[src/hdl/lrcs_pkg.sv]
// Shared constants, register indexes and controller/datapath bundles for the lane segmenter.
`timescale 1ns / 1ps

package lrcs_pkg;

	// geometry and fixed point
	localparam int MAX_WIDTH  = 2048;
	localparam int MAX_HEIGHT = 2048;
	localparam int FRAC_BITS  = 16;

	// field widths
	localparam int ROW_W   = 11;
	localparam int COL_W   = 11;
	localparam int CH_W    = 8;
	localparam int CFG_W   = 32;
	localparam int CIDX_W  = 3;
	localparam int RW_W    = 12;
	localparam int THR_W   = 10;
	localparam int DIST_W  = 10;

	// accumulators and divider
	localparam int SUM_W   = 31;
	localparam int CNT_W   = 23;
	localparam int NUM_W   = 32;
	localparam int MEAN_MAX = 255;

	// boundary arithmetic: row (as signed) times slope
	localparam int PROD_W  = ROW_W + 1 + CFG_W;
	// the clamped right boundary is at most (width << FRAC_BITS)
	localparam int FX_W    = RW_W + FRAC_BITS + 1;
	localparam int POS_W   = FX_W + 1 - FRAC_BITS;
	localparam int HALF    = 1 << (FRAC_BITS - 1);

	// stream words
	localparam int IN_TDATA_W  = 48;
	localparam int OUT_TDATA_W = 32;

	// configuration register indexes
	localparam logic [CIDX_W-1:0] REG_LEFT_SLOPE   = 3'd0;
	localparam logic [CIDX_W-1:0] REG_LEFT_OFFSET  = 3'd1;
	localparam logic [CIDX_W-1:0] REG_RIGHT_SLOPE  = 3'd2;
	localparam logic [CIDX_W-1:0] REG_RIGHT_OFFSET = 3'd3;
	localparam logic [CIDX_W-1:0] REG_REGION_WIDTH = 3'd4;
	localparam logic [CIDX_W-1:0] REG_COLOR_THR    = 3'd5;

	// color channel selects for the mean division
	localparam logic [1:0] CH_BLUE  = 2'd0;
	localparam logic [1:0] CH_GREEN = 2'd1;
	localparam logic [1:0] CH_RED   = 2'd2;

	// controller to datapath
	typedef struct packed {
		logic       take;
		logic       mul_en;
		logic       edge_en;
		logic       span_en;
		logic       test_en;
		logic       match_en;
		logic       div_start;
		logic       div_store;
		logic [1:0] div_ch;
		logic       mean_commit;
		logic       out_load;
	} lrcs_cmd_t;

	// datapath to controller
	typedef struct packed {
		logic eop;
		logic div_done;
		logic out_free;
	} lrcs_sts_t;

endpackage

[src/hdl/lane_region_color_segmenter_unit.sv]
// A region pass word runs through the states MUL, EDGE, SPAN and TEST to EMIT, a match pass word through MATCH.
// A new word is accepted only in IDLE, after the previous one has been loaded into the output register.
// The last region pass word adds three 32-step divisions for the mean, one per channel.
// The output register holds a result while the next word is accepted and worked on.
// Reset (arst_n low, asynchronous) clears sums, count, mean and control; config takes defaults.
`timescale 1ns / 1ps

module lane_region_color_segmenter_unit (
	input  logic                                clk,
	input  logic                                arst_n,
	// config write channel
	input  logic                                cfg_valid,
	output logic                                cfg_ready,
	input  logic [lrcs_pkg::CIDX_W-1:0]         cfg_index,
	input  logic [lrcs_pkg::CFG_W-1:0]          cfg_data,
	// pixel input
	input  logic                                s_tvalid,
	output logic                                s_tready,
	// row[10:0], col[21:11], blue[29:22], green[37:30], red[45:38], zero[47:46]
	input  logic [lrcs_pkg::IN_TDATA_W-1:0]     s_tdata,
	// op: 0 region pass, 1 color match pass
	input  logic                                s_tuser,
	// end_of_pass
	input  logic                                s_tlast,
	// result output
	output logic                                m_tvalid,
	input  logic                                m_tready,
	// in_mask[0], mean_blue[8:1], mean_green[16:9], mean_red[24:17], mean_valid[25],
	// zero[31:26]
	output logic [lrcs_pkg::OUT_TDATA_W-1:0]    m_tdata
);

	lrcs_pkg::lrcs_cmd_t cmd;
	lrcs_pkg::lrcs_sts_t sts;

	assign cfg_ready = 1'b1;

	lrcs_ctrl u_ctrl (
		.clk      (clk),
		.arst_n   (arst_n),
		.s_tvalid (s_tvalid),
		.s_tuser  (s_tuser),
		.s_tready (s_tready),
		.cmd      (cmd),
		.sts      (sts)
	);

	lrcs_datapath u_datapath (
		.clk       (clk),
		.arst_n    (arst_n),
		.cfg_valid (cfg_valid),
		.cfg_index (cfg_index),
		.cfg_data  (cfg_data),
		.s_tuser   (s_tuser),
		.s_tlast   (s_tlast),
		.s_tdata   (s_tdata),
		.cmd       (cmd),
		.sts       (sts),
		.m_tvalid  (m_tvalid),
		.m_tready  (m_tready),
		.m_tdata   (m_tdata)
	);

endmodule

[src/hdl/lrcs_div.sv]
// Restoring divider, one quotient bit per cycle, used for the per-channel mean.
`timescale 1ns / 1ps

module lrcs_div (
	input  logic                         clk,
	input  logic                         arst_n,
	input  logic                         start,
	input  logic [lrcs_pkg::NUM_W-1:0]   num,
	input  logic [lrcs_pkg::CNT_W-1:0]   den,
	output logic                         done,
	output logic [lrcs_pkg::NUM_W-1:0]   quot
);

	localparam int STEP_W = $clog2(lrcs_pkg::NUM_W);

	logic [lrcs_pkg::CNT_W-1:0] rem_q;
	logic [lrcs_pkg::NUM_W-1:0] quo_q;
	logic [STEP_W-1:0]          step_q;
	logic                       busy_q;
	logic                       done_q;

	logic [lrcs_pkg::CNT_W:0]   trial;
	logic                       fits;

	// shift in the next numerator bit and try the subtract
	assign trial = {rem_q, quo_q[lrcs_pkg::NUM_W-1]};
	assign fits  = trial >= {1'b0, den};

	always_ff @(posedge clk or negedge arst_n) begin
		if (!arst_n) begin
			busy_q <= 1'b0;
			done_q <= 1'b0;
			step_q <= '0;
		end else begin
			done_q <= 1'b0;
			if (start) begin
				busy_q <= 1'b1;
				step_q <= '0;
			end else if (busy_q) begin
				step_q <= step_q + STEP_W'(1);
				if (step_q == STEP_W'(lrcs_pkg::NUM_W - 1)) begin
					busy_q <= 1'b0;
					done_q <= 1'b1;
				end
			end
		end
	end

	// remainder and quotient shift register
	always_ff @(posedge clk) begin
		if (start) begin
			rem_q <= '0;
			quo_q <= num;
		end else if (busy_q) begin
			rem_q <= fits ? lrcs_pkg::CNT_W'(trial - {1'b0, den})
			              : lrcs_pkg::CNT_W'(trial);
			quo_q <= {quo_q[lrcs_pkg::NUM_W-2:0], fits};
		end
	end

	assign done = done_q;
	assign quot = quo_q;

endmodule

[src/hdl/lrcs_datapath.sv]
// Datapath: config registers, trapezoid test, color sums, mean, match test and output word.
`timescale 1ns / 1ps

module lrcs_datapath (
	input  logic                                clk,
	input  logic                                arst_n,
	// config writes
	input  logic                                cfg_valid,
	input  logic [lrcs_pkg::CIDX_W-1:0]         cfg_index,
	input  logic [lrcs_pkg::CFG_W-1:0]          cfg_data,
	// input word
	input  logic                                s_tuser,
	input  logic                                s_tlast,
	input  logic [lrcs_pkg::IN_TDATA_W-1:0]     s_tdata,
	// control
	input  lrcs_pkg::lrcs_cmd_t                 cmd,
	output lrcs_pkg::lrcs_sts_t                 sts,
	// output word
	output logic                                m_tvalid,
	input  logic                                m_tready,
	output logic [lrcs_pkg::OUT_TDATA_W-1:0]    m_tdata
);

	localparam int PW = lrcs_pkg::PROD_W;
	localparam int XW = lrcs_pkg::FX_W;
	localparam int QW = lrcs_pkg::POS_W;

	// config registers
	logic signed [lrcs_pkg::CFG_W-1:0] left_slope_q, left_offset_q;
	logic signed [lrcs_pkg::CFG_W-1:0] right_slope_q, right_offset_q;
	logic [lrcs_pkg::RW_W-1:0]         region_width_q;
	logic [lrcs_pkg::THR_W-1:0]        color_threshold_q;

	// captured word
	logic                        op_q, eop_q;
	logic [lrcs_pkg::ROW_W-1:0]  row_q;
	logic [lrcs_pkg::COL_W-1:0]  col_q;
	logic [lrcs_pkg::CH_W-1:0]   blue_q, green_q, red_q;

	// boundary pipeline
	logic signed [PW-1:0]  prod_l_s1, prod_r_s1;
	logic signed [PW-1:0]  xl_s2, xr_s2;
	logic                  empty_s3;
	logic [QW-1:0]         start_s3, len_s3;

	// accumulators and mean
	logic [lrcs_pkg::SUM_W-1:0] sum_b_q, sum_g_q, sum_r_q;
	logic [lrcs_pkg::CNT_W-1:0] count_q;
	logic [lrcs_pkg::CH_W-1:0]  mean_b_q, mean_g_q, mean_r_q;
	logic                       mask_q;
	logic                       mv_q;

	// output register
	logic                                m_tvalid_q;
	logic [lrcs_pkg::OUT_TDATA_W-1:0]    m_tdata_q;

	// combinational helpers
	logic [lrcs_pkg::RW_W-1:0]  w_lim;
	logic signed [PW-1:0]       wlim_fx;
	logic signed [PW-1:0]       xl_raw, xr_raw, span_diff;
	logic [XW:0]                start_sum, len_sum;
	logic [QW:0]                span_end, end_clip, col_x;
	logic                       row_big, in_trap;
	logic [lrcs_pkg::DIST_W-1:0] l1_dist;
	logic [lrcs_pkg::SUM_W-1:0] sum_sel;
	logic [lrcs_pkg::NUM_W-1:0] div_num, div_quot;
	logic                       div_done;
	logic [lrcs_pkg::CH_W-1:0]  mean_val;

	function automatic logic [lrcs_pkg::CH_W-1:0] abs_diff(
		input logic [lrcs_pkg::CH_W-1:0] a,
		input logic [lrcs_pkg::CH_W-1:0] b
	);
		return (a > b) ? (a - b) : (b - a);
	endfunction

	// config write decode
	always_ff @(posedge clk or negedge arst_n) begin
		if (!arst_n) begin
			left_slope_q      <= '0;
			left_offset_q     <= '0;
			right_slope_q     <= '0;
			right_offset_q    <= '0;
			region_width_q    <= lrcs_pkg::RW_W'(2048);
			color_threshold_q <= lrcs_pkg::THR_W'(50);
		end else if (cfg_valid) begin
			unique case (cfg_index)
				lrcs_pkg::REG_LEFT_SLOPE:   left_slope_q   <= cfg_data;
				lrcs_pkg::REG_LEFT_OFFSET:  left_offset_q  <= cfg_data;
				lrcs_pkg::REG_RIGHT_SLOPE:  right_slope_q  <= cfg_data;
				lrcs_pkg::REG_RIGHT_OFFSET: right_offset_q <= cfg_data;
				lrcs_pkg::REG_REGION_WIDTH:
					region_width_q <= cfg_data[lrcs_pkg::RW_W-1:0];
				lrcs_pkg::REG_COLOR_THR:
					color_threshold_q <= cfg_data[lrcs_pkg::THR_W-1:0];
				default: ;
			endcase
		end
	end

	// capture the accepted word
	always_ff @(posedge clk) begin
		if (cmd.take) begin
			op_q    <= s_tuser;
			eop_q   <= s_tlast;
			row_q   <= s_tdata[10:0];
			col_q   <= s_tdata[21:11];
			blue_q  <= s_tdata[29:22];
			green_q <= s_tdata[37:30];
			red_q   <= s_tdata[45:38];
		end
	end

	// effective right clamp in pixels and in fixed point
	assign w_lim   = (32'(region_width_q) > lrcs_pkg::MAX_WIDTH)
	               ? lrcs_pkg::RW_W'(lrcs_pkg::MAX_WIDTH) : region_width_q;
	assign wlim_fx = $signed(PW'({w_lim, {lrcs_pkg::FRAC_BITS{1'b0}}}));

	// stage 1: row times slope
	always_ff @(posedge clk) begin
		if (cmd.mul_en) begin
			prod_l_s1 <= PW'($signed({1'b0, row_q})) * PW'(left_slope_q);
			prod_r_s1 <= PW'($signed({1'b0, row_q})) * PW'(right_slope_q);
		end
	end

	// stage 2: add offsets, clamp left at 0 and right at width
	assign xl_raw = prod_l_s1 + PW'(left_offset_q);
	assign xr_raw = prod_r_s1 + PW'(right_offset_q);

	always_ff @(posedge clk) begin
		if (cmd.edge_en) begin
			xl_s2 <= xl_raw[PW-1] ? '0 : xl_raw;
			xr_s2 <= (xr_raw > wlim_fx) ? wlim_fx : xr_raw;
		end
	end

	// stage 3: empty check, rounded start and length
	assign span_diff = xr_s2 - xl_s2;
	assign start_sum = {1'b0, xl_s2[XW-1:0]} + (XW+1)'(lrcs_pkg::HALF);
	assign len_sum   = {1'b0, span_diff[XW-1:0]} + (XW+1)'(lrcs_pkg::HALF);

	always_ff @(posedge clk) begin
		if (cmd.span_en) begin
			empty_s3 <= (xr_s2 <= xl_s2);
			start_s3 <= start_sum[XW:lrcs_pkg::FRAC_BITS];
			len_s3   <= len_sum[XW:lrcs_pkg::FRAC_BITS];
		end
	end

	// stage 4: span end clamp and column test
	assign span_end = {1'b0, start_s3} + {1'b0, len_s3};
	assign end_clip = (span_end > (QW+1)'(w_lim)) ? (QW+1)'(w_lim) : span_end;
	assign col_x    = (QW+1)'(col_q);
	assign row_big  = (32'(row_q) >= lrcs_pkg::MAX_HEIGHT);
	assign in_trap  = !empty_s3 && !row_big && (col_x >= {1'b0, start_s3})
	                && (col_x < end_clip);

	// L1 distance to the latched mean
	assign l1_dist = lrcs_pkg::DIST_W'(abs_diff(blue_q, mean_b_q))
	               + lrcs_pkg::DIST_W'(abs_diff(green_q, mean_g_q))
	               + lrcs_pkg::DIST_W'(abs_diff(red_q, mean_r_q));

	// divider operand select
	always_comb begin
		case (cmd.div_ch)
			lrcs_pkg::CH_BLUE:  sum_sel = sum_b_q;
			lrcs_pkg::CH_GREEN: sum_sel = sum_g_q;
			default:            sum_sel = sum_r_q;
		endcase
	end

	assign div_num = lrcs_pkg::NUM_W'(sum_sel) + lrcs_pkg::NUM_W'(count_q >> 1);

	lrcs_div u_div (
		.clk    (clk),
		.arst_n (arst_n),
		.start  (cmd.div_start),
		.num    (div_num),
		.den    (count_q),
		.done   (div_done),
		.quot   (div_quot)
	);

	// rounded mean, zero for an empty pass, saturated at full scale
	assign mean_val = (count_q == '0) ? '0
	                : (div_quot > lrcs_pkg::NUM_W'(lrcs_pkg::MEAN_MAX))
	                ? lrcs_pkg::CH_W'(lrcs_pkg::MEAN_MAX) : div_quot[lrcs_pkg::CH_W-1:0];

	// sums, count, means, mask
	always_ff @(posedge clk or negedge arst_n) begin
		if (!arst_n) begin
			sum_b_q  <= '0;
			sum_g_q  <= '0;
			sum_r_q  <= '0;
			count_q  <= '0;
			mean_b_q <= '0;
			mean_g_q <= '0;
			mean_r_q <= '0;
			mask_q   <= 1'b0;
			mv_q     <= 1'b0;
		end else begin
			if (cmd.take)
				mv_q <= 1'b0;
			if (cmd.test_en) begin
				mask_q <= in_trap;
				if (in_trap) begin
					sum_b_q <= sum_b_q + lrcs_pkg::SUM_W'(blue_q);
					sum_g_q <= sum_g_q + lrcs_pkg::SUM_W'(green_q);
					sum_r_q <= sum_r_q + lrcs_pkg::SUM_W'(red_q);
					count_q <= count_q + lrcs_pkg::CNT_W'(1);
				end
			end
			if (cmd.match_en)
				mask_q <= (l1_dist < color_threshold_q);
			if (cmd.div_store) begin
				case (cmd.div_ch)
					lrcs_pkg::CH_BLUE:  mean_b_q <= mean_val;
					lrcs_pkg::CH_GREEN: mean_g_q <= mean_val;
					default:            mean_r_q <= mean_val;
				endcase
			end
			if (cmd.mean_commit) begin
				sum_b_q <= '0;
				sum_g_q <= '0;
				sum_r_q <= '0;
				count_q <= '0;
				mv_q    <= 1'b1;
			end
		end
	end

	// output register
	always_ff @(posedge clk or negedge arst_n) begin
		if (!arst_n) begin
			m_tvalid_q <= 1'b0;
		end else if (cmd.out_load) begin
			m_tvalid_q <= 1'b1;
		end else if (m_tready) begin
			m_tvalid_q <= 1'b0;
		end
	end

	always_ff @(posedge clk) begin
		if (cmd.out_load)
			m_tdata_q <= {6'd0, mv_q, mean_r_q, mean_g_q, mean_b_q, mask_q};
	end

	assign m_tvalid = m_tvalid_q;
	assign m_tdata  = m_tdata_q;

	assign sts.eop      = eop_q && !op_q;
	assign sts.div_done = div_done;
	assign sts.out_free = !m_tvalid_q || m_tready;

endmodule

[src/hdl/lrcs_ctrl.sv]
// Controller: sequences one word through the boundary test, match test and mean division.
`timescale 1ns / 1ps

module lrcs_ctrl (
	input  logic                 clk,
	input  logic                 arst_n,
	input  logic                 s_tvalid,
	input  logic                 s_tuser,
	output logic                 s_tready,
	output lrcs_pkg::lrcs_cmd_t  cmd,
	input  lrcs_pkg::lrcs_sts_t  sts
);

	localparam logic [3:0] ST_IDLE     = 4'd0;
	localparam logic [3:0] ST_MUL      = 4'd1;
	localparam logic [3:0] ST_EDGE     = 4'd2;
	localparam logic [3:0] ST_SPAN     = 4'd3;
	localparam logic [3:0] ST_TEST     = 4'd4;
	localparam logic [3:0] ST_MATCH    = 4'd5;
	localparam logic [3:0] ST_DIV_GO   = 4'd6;
	localparam logic [3:0] ST_DIV_WAIT = 4'd7;
	localparam logic [3:0] ST_COMMIT   = 4'd8;
	localparam logic [3:0] ST_EMIT     = 4'd9;

	logic [3:0] state_q, state_nx;
	logic [1:0] ch_q, ch_nx;

	always_ff @(posedge clk or negedge arst_n) begin
		if (!arst_n) begin
			state_q <= ST_IDLE;
			ch_q    <= lrcs_pkg::CH_BLUE;
		end else begin
			state_q <= state_nx;
			ch_q    <= ch_nx;
		end
	end

	assign s_tready = (state_q == ST_IDLE);

	// next state and commands
	always_comb begin
		state_nx = state_q;
		ch_nx    = ch_q;
		cmd      = '0;
		cmd.div_ch = ch_q;
		unique case (state_q)
			ST_IDLE: begin
				if (s_tvalid) begin
					cmd.take = 1'b1;
					state_nx = s_tuser ? ST_MATCH : ST_MUL;
				end
			end
			ST_MUL: begin
				cmd.mul_en = 1'b1;
				state_nx   = ST_EDGE;
			end
			ST_EDGE: begin
				cmd.edge_en = 1'b1;
				state_nx    = ST_SPAN;
			end
			ST_SPAN: begin
				cmd.span_en = 1'b1;
				state_nx    = ST_TEST;
			end
			ST_TEST: begin
				cmd.test_en = 1'b1;
				ch_nx       = lrcs_pkg::CH_BLUE;
				state_nx    = sts.eop ? ST_DIV_GO : ST_EMIT;
			end
			ST_MATCH: begin
				cmd.match_en = 1'b1;
				state_nx     = ST_EMIT;
			end
			ST_DIV_GO: begin
				cmd.div_start = 1'b1;
				state_nx      = ST_DIV_WAIT;
			end
			ST_DIV_WAIT: begin
				if (sts.div_done) begin
					cmd.div_store = 1'b1;
					if (ch_q == lrcs_pkg::CH_RED) begin
						state_nx = ST_COMMIT;
					end else begin
						ch_nx    = ch_q + 2'd1;
						state_nx = ST_DIV_GO;
					end
				end
			end
			ST_COMMIT: begin
				cmd.mean_commit = 1'b1;
				state_nx        = ST_EMIT;
			end
			ST_EMIT: begin
				if (sts.out_free) begin
					cmd.out_load = 1'b1;
					state_nx     = ST_IDLE;
				end
			end
			default: state_nx = ST_IDLE;
		endcase
	end

endmodule

[config.mk]
export PLATFORM = sky130hd
export DESIGN_NAME = lane_region_color_segmenter_unit
export DESIGN_NICKNAME = d
export VERILOG_FILES = /design/src/hdl/lrcs_pkg.sv /design/src/hdl/lane_region_color_segmenter_unit.sv /design/src/hdl/lrcs_div.sv /design/src/hdl/lrcs_datapath.sv /design/src/hdl/lrcs_ctrl.sv
export SDC_FILE = /design/constraint.sdc
export NUM_CORES = 2
export LEC_CHECK = 0
export BUFFER_PORTS_ARGS = -buffer_cell sky130_fd_sc_hd__buf_2
export CAP_MARGIN = 40
export CORE_MARGIN = 8
export CORE_UTILIZATION = 50
export DETAILED_ROUTE_END_ITERATION = 12
export PLACE_DENSITY = 0.68
export RECOVER_POWER = 25
export SYNTH_ARGS = -nofsm -noshare
export SYNTH_HDL_FRONTEND = slang
export SYNTH_SLANG_ARGS = --single-unit
[constraint.sdc]
create_clock -name clk -period 9.65 [get_ports clk]
set_input_delay 1.4475 -clock clk [delete_from_list [all_inputs] [get_ports clk]]
set_output_delay 1.4475 -clock clk [all_outputs]
set_load 0.02 [all_outputs]
==> qor.yml <==
placement:
  dpl_cell_area_sq_mm: 0.06561
  io_buffers: 115
  dp_hpwl_mm: 128.1
  routabilityCongestion: 0.9234
critical_path:
  worstSetupPathType: "register to register"
  ff2ff_setup_slack_ps: 1950
  start_kind: "register"
  crit_required_ps: 10030
  cp.arrival_ps: 8080
  critical_path.max_fanout: 43
  critPathCaptureType: "register"
timing:
  rsz0062_at_grt: "no"
  whs_ps: 478.8
  setup_violations: 0
  finalMaxSlewViolations: 256
  max_freq_mhz: 129.8
  setup_tns_ps: 0
  slew_headroom_pct: -242.9
  finalClockSkew_ps: 53.01
  finalHoldViolations: 0
  fin_crit_ps: 7702
  worstMarginPinSlew_ps: 5143
  period_share_pct: 79.82
clocking:
  cts_tree: "done"
  htree_levels: 3
  clock_path_buffers: 3
  clkLatencyLatePin_ps: 700
  post_cts_buffers: 0
  cts_root_buf: "clkbuf_16"
  numCtsBuffers: 78
  cts_num_sinks: 639
  cts_resized: 0
  cts.reportedPaths.clkPinSlew_ps: 60
  ctsHoldBuffers: 0
drt:
  num_vias: 47576
  dr.pass1.iters: 6
  drt_iter0_markers: 3774
  vias_per_cell: 5.711
  ant_nets: 0
  wire_per_inst_um: 20.03
  drt_wl_total_mm: 166.9
  drc: 0
die:
  start_util_pct: 50.43
  die_w_um: 372.1
  die_h_um: 372.1
  dieArea_sq_mm: 0.1385
  core_area_sq_mm: 0.1257
  rows: 130
  io_pins: 125
layout:
  stdcell_area_sq_mm: 0.06819
  mostFrequentLayoutCells: "inv_1, nand2_1, fa_1"
  nets: 7847
  layout_commonest_cell: "inv_1"
  area_growth_pct: 7.548
  drive_above_1_share_pct: 7.599
global_route:
  grt_pass1_vias: 48288
  grt_max_degree: 85
  grt_use_total_pct: 24.01
  antenna_found_initial: 19
  grt_overflow: 0
  grt_pass1_wl_mm: 264.6
synthesis:
  synthDistinctLibCells: 111
  yosys_warnings: 0
  syn_avg_cell_area_sq_um: 9.567
  syn_inst: 6628
  synth-edff-count: 310
  synth.ff_latch_count: 639
  synthArstFlopShare_pct: 47.89
  yosysSeqAreaShare_pct: 27.49
  ys.flop_type: "edfxtp_1"
  syn_area_sq_mm: 0.06341
run_status:
  violations: "capacitance limit, slew limit"
  status: "complete, but fails checks"
min_path:
  worstHoldPathType: "register to register"
run:
  drv_cap: 7
==> state kept, by name, indices dropped and copies added (netlist names), 12 cells and up <==
register                   count
u_datapath.count_q            23
u_datapath.left_offset_q      32
u_datapath.left_slope_q       32
u_datapath.len_s3             14
u_datapath.m_tdata            26
u_datapath.prod_l_s1          44
u_datapath.prod_r_s1          44
u_datapath.region_width_q     12
u_datapath.right_offset_q     32
u_datapath.right_slope_q      32
u_datapath.start_s3           14
u_datapath.sum_b_q            31
u_datapath.sum_g_q            31
u_datapath.sum_r_q            31
u_datapath.u_div.quot         32
u_datapath.u_div.rem_q        23
u_datapath.xl_s2              43
u_datapath.xr_s2              44
==> cells in the mapped netlist (10+ instances only) <==
cell       count  area (sq um)
a211oi_1      33         247.7
nand2_1      724          2718
nand4_1       64         400.4
nor3_1       115         575.6
fa_1         626         12530
a22o_1        10         87.58
or4_1         11         82.58
o21ai_0      238          1191
inv_1        938          3521
xor2_1        99         867.1
dfrtp_1      302          7557
clkbuf_1     237         889.6
xnor2_1      194          1699
o211ai_1      34         255.2
nand2b_1      58         362.9
ha_1         524          6556
nor2b_1       72         450.4
nor3b_1       13         97.59
a21boi_0      12         90.09
or2_2         11         68.82
o31ai_1       23         172.7
o21bai_1      38         285.3
nand3_1      174         870.8
a21oi_1      298          1491
mux2i_1       40         400.4
a31oi_1       31         193.9
a211o_1       39         341.6
mux2_2       179          2016
or3_1         55         344.1
nor2_1       237         889.6
a221o_1       12         120.1
o21ai_1       11         55.05
a21o_1       154          1156
o21a_1        39         292.8
mux2_1        11         123.9
o2111ai_1     11         96.34
nor4_1        24         150.1
edfxtp_1     310          9309
and3_1        70         437.9
and2_1       294          1839
buf_2         26         130.1
a22oi_1       28         210.2
dfxtp_1       23         460.4
==> path summary, 6_finish.rpt <==
path,startpoint,cells past startpoint,end
worst max-delay path,u_datapath.row_q[4],22,u_datapath.prod_l_s1[29]
worst max register to register,u_datapath.row_q[4],22,u_datapath.prod_l_s1[29]
worst min register to register,u_datapath.mv_q,0,u_datapath.m_tdata[25]
worst min-delay path,u_datapath.mv_q,0,u_datapath.m_tdata[25]
max in group asynchronous,arst_n,1,u_datapath.region_width_q[10]
min in group asynchronous,arst_n,1,u_datapath.mean_g_q[6]
==> area by class of cell <==
class / instances / area [sq um]
Tap cell: 1650 / 2064
Clock inverter: 49 / 591.8
Sequential cell: 639 / 17430
Timing Repair Buffer: 172 / 1052
Clock buffer: 96 / 2069
Multi-Input combinational cell: 4775 / 41430
Antenna cell: 9 / 22.52
Inverter: 941 / 3532
Fill cell: 11123 / 57540
==> worst max-delay path: stages (launching register included) <==
cell       delay [ps]
edfxtp_1          970
buf_4             620
nand2_1           170
fa_1              540
inv_1              50
fa_1              500
inv_1              60
fa_1              530
inv_1              50
fa_1              490
inv_1              60
fa_1              470
inv_1              40
ha_1              220
a21o_1            170
or3_1             300
o21a_1            230
o211ai_1          430
o211ai_1          380
a21o_1            280
a21oi_1           370
mux2i_1           280
o2111ai_1         200
==> cell families after synthesis <==
kind of cell               share of synthesized area (%)
AOI/OAI and AO/OA                                  11.81
xor gates and xnor gates                           4.073
adders and majority gates                          30.10
buffers and inverters                              7.315
DFF                                                27.49
muxes                                              4.029
other                                            0.01184
and+or+nand+nor                                    15.17
==> per-layer routing <==
layer | vias to the layer above | GRT usage [%] | wire length [um]
li1 | 22218 | - | -
met1 | 23677 | 32.51 | 72740
met2 | 1390 | 39.85 | 78020
met3 | 283 | 3.927 | 11030
met4 | 8 | 6.771 | 5034
met5 | - | 0 | 57
==> metrics by stage <==
step                      util, %  std cells  setup WS, ps
final                       54.24       8331          1948
after global routing        54.22       8322          1624
after CTS                   54.30       8321          1987
after detailed placement    52.18       8176          1912
after global placement      52.02       8165          2028
after floorplan                 -       6633          1450
Power is not shown: default switching activity piles up to over one toggle a cycle in this logic, so the estimate is an artifact.
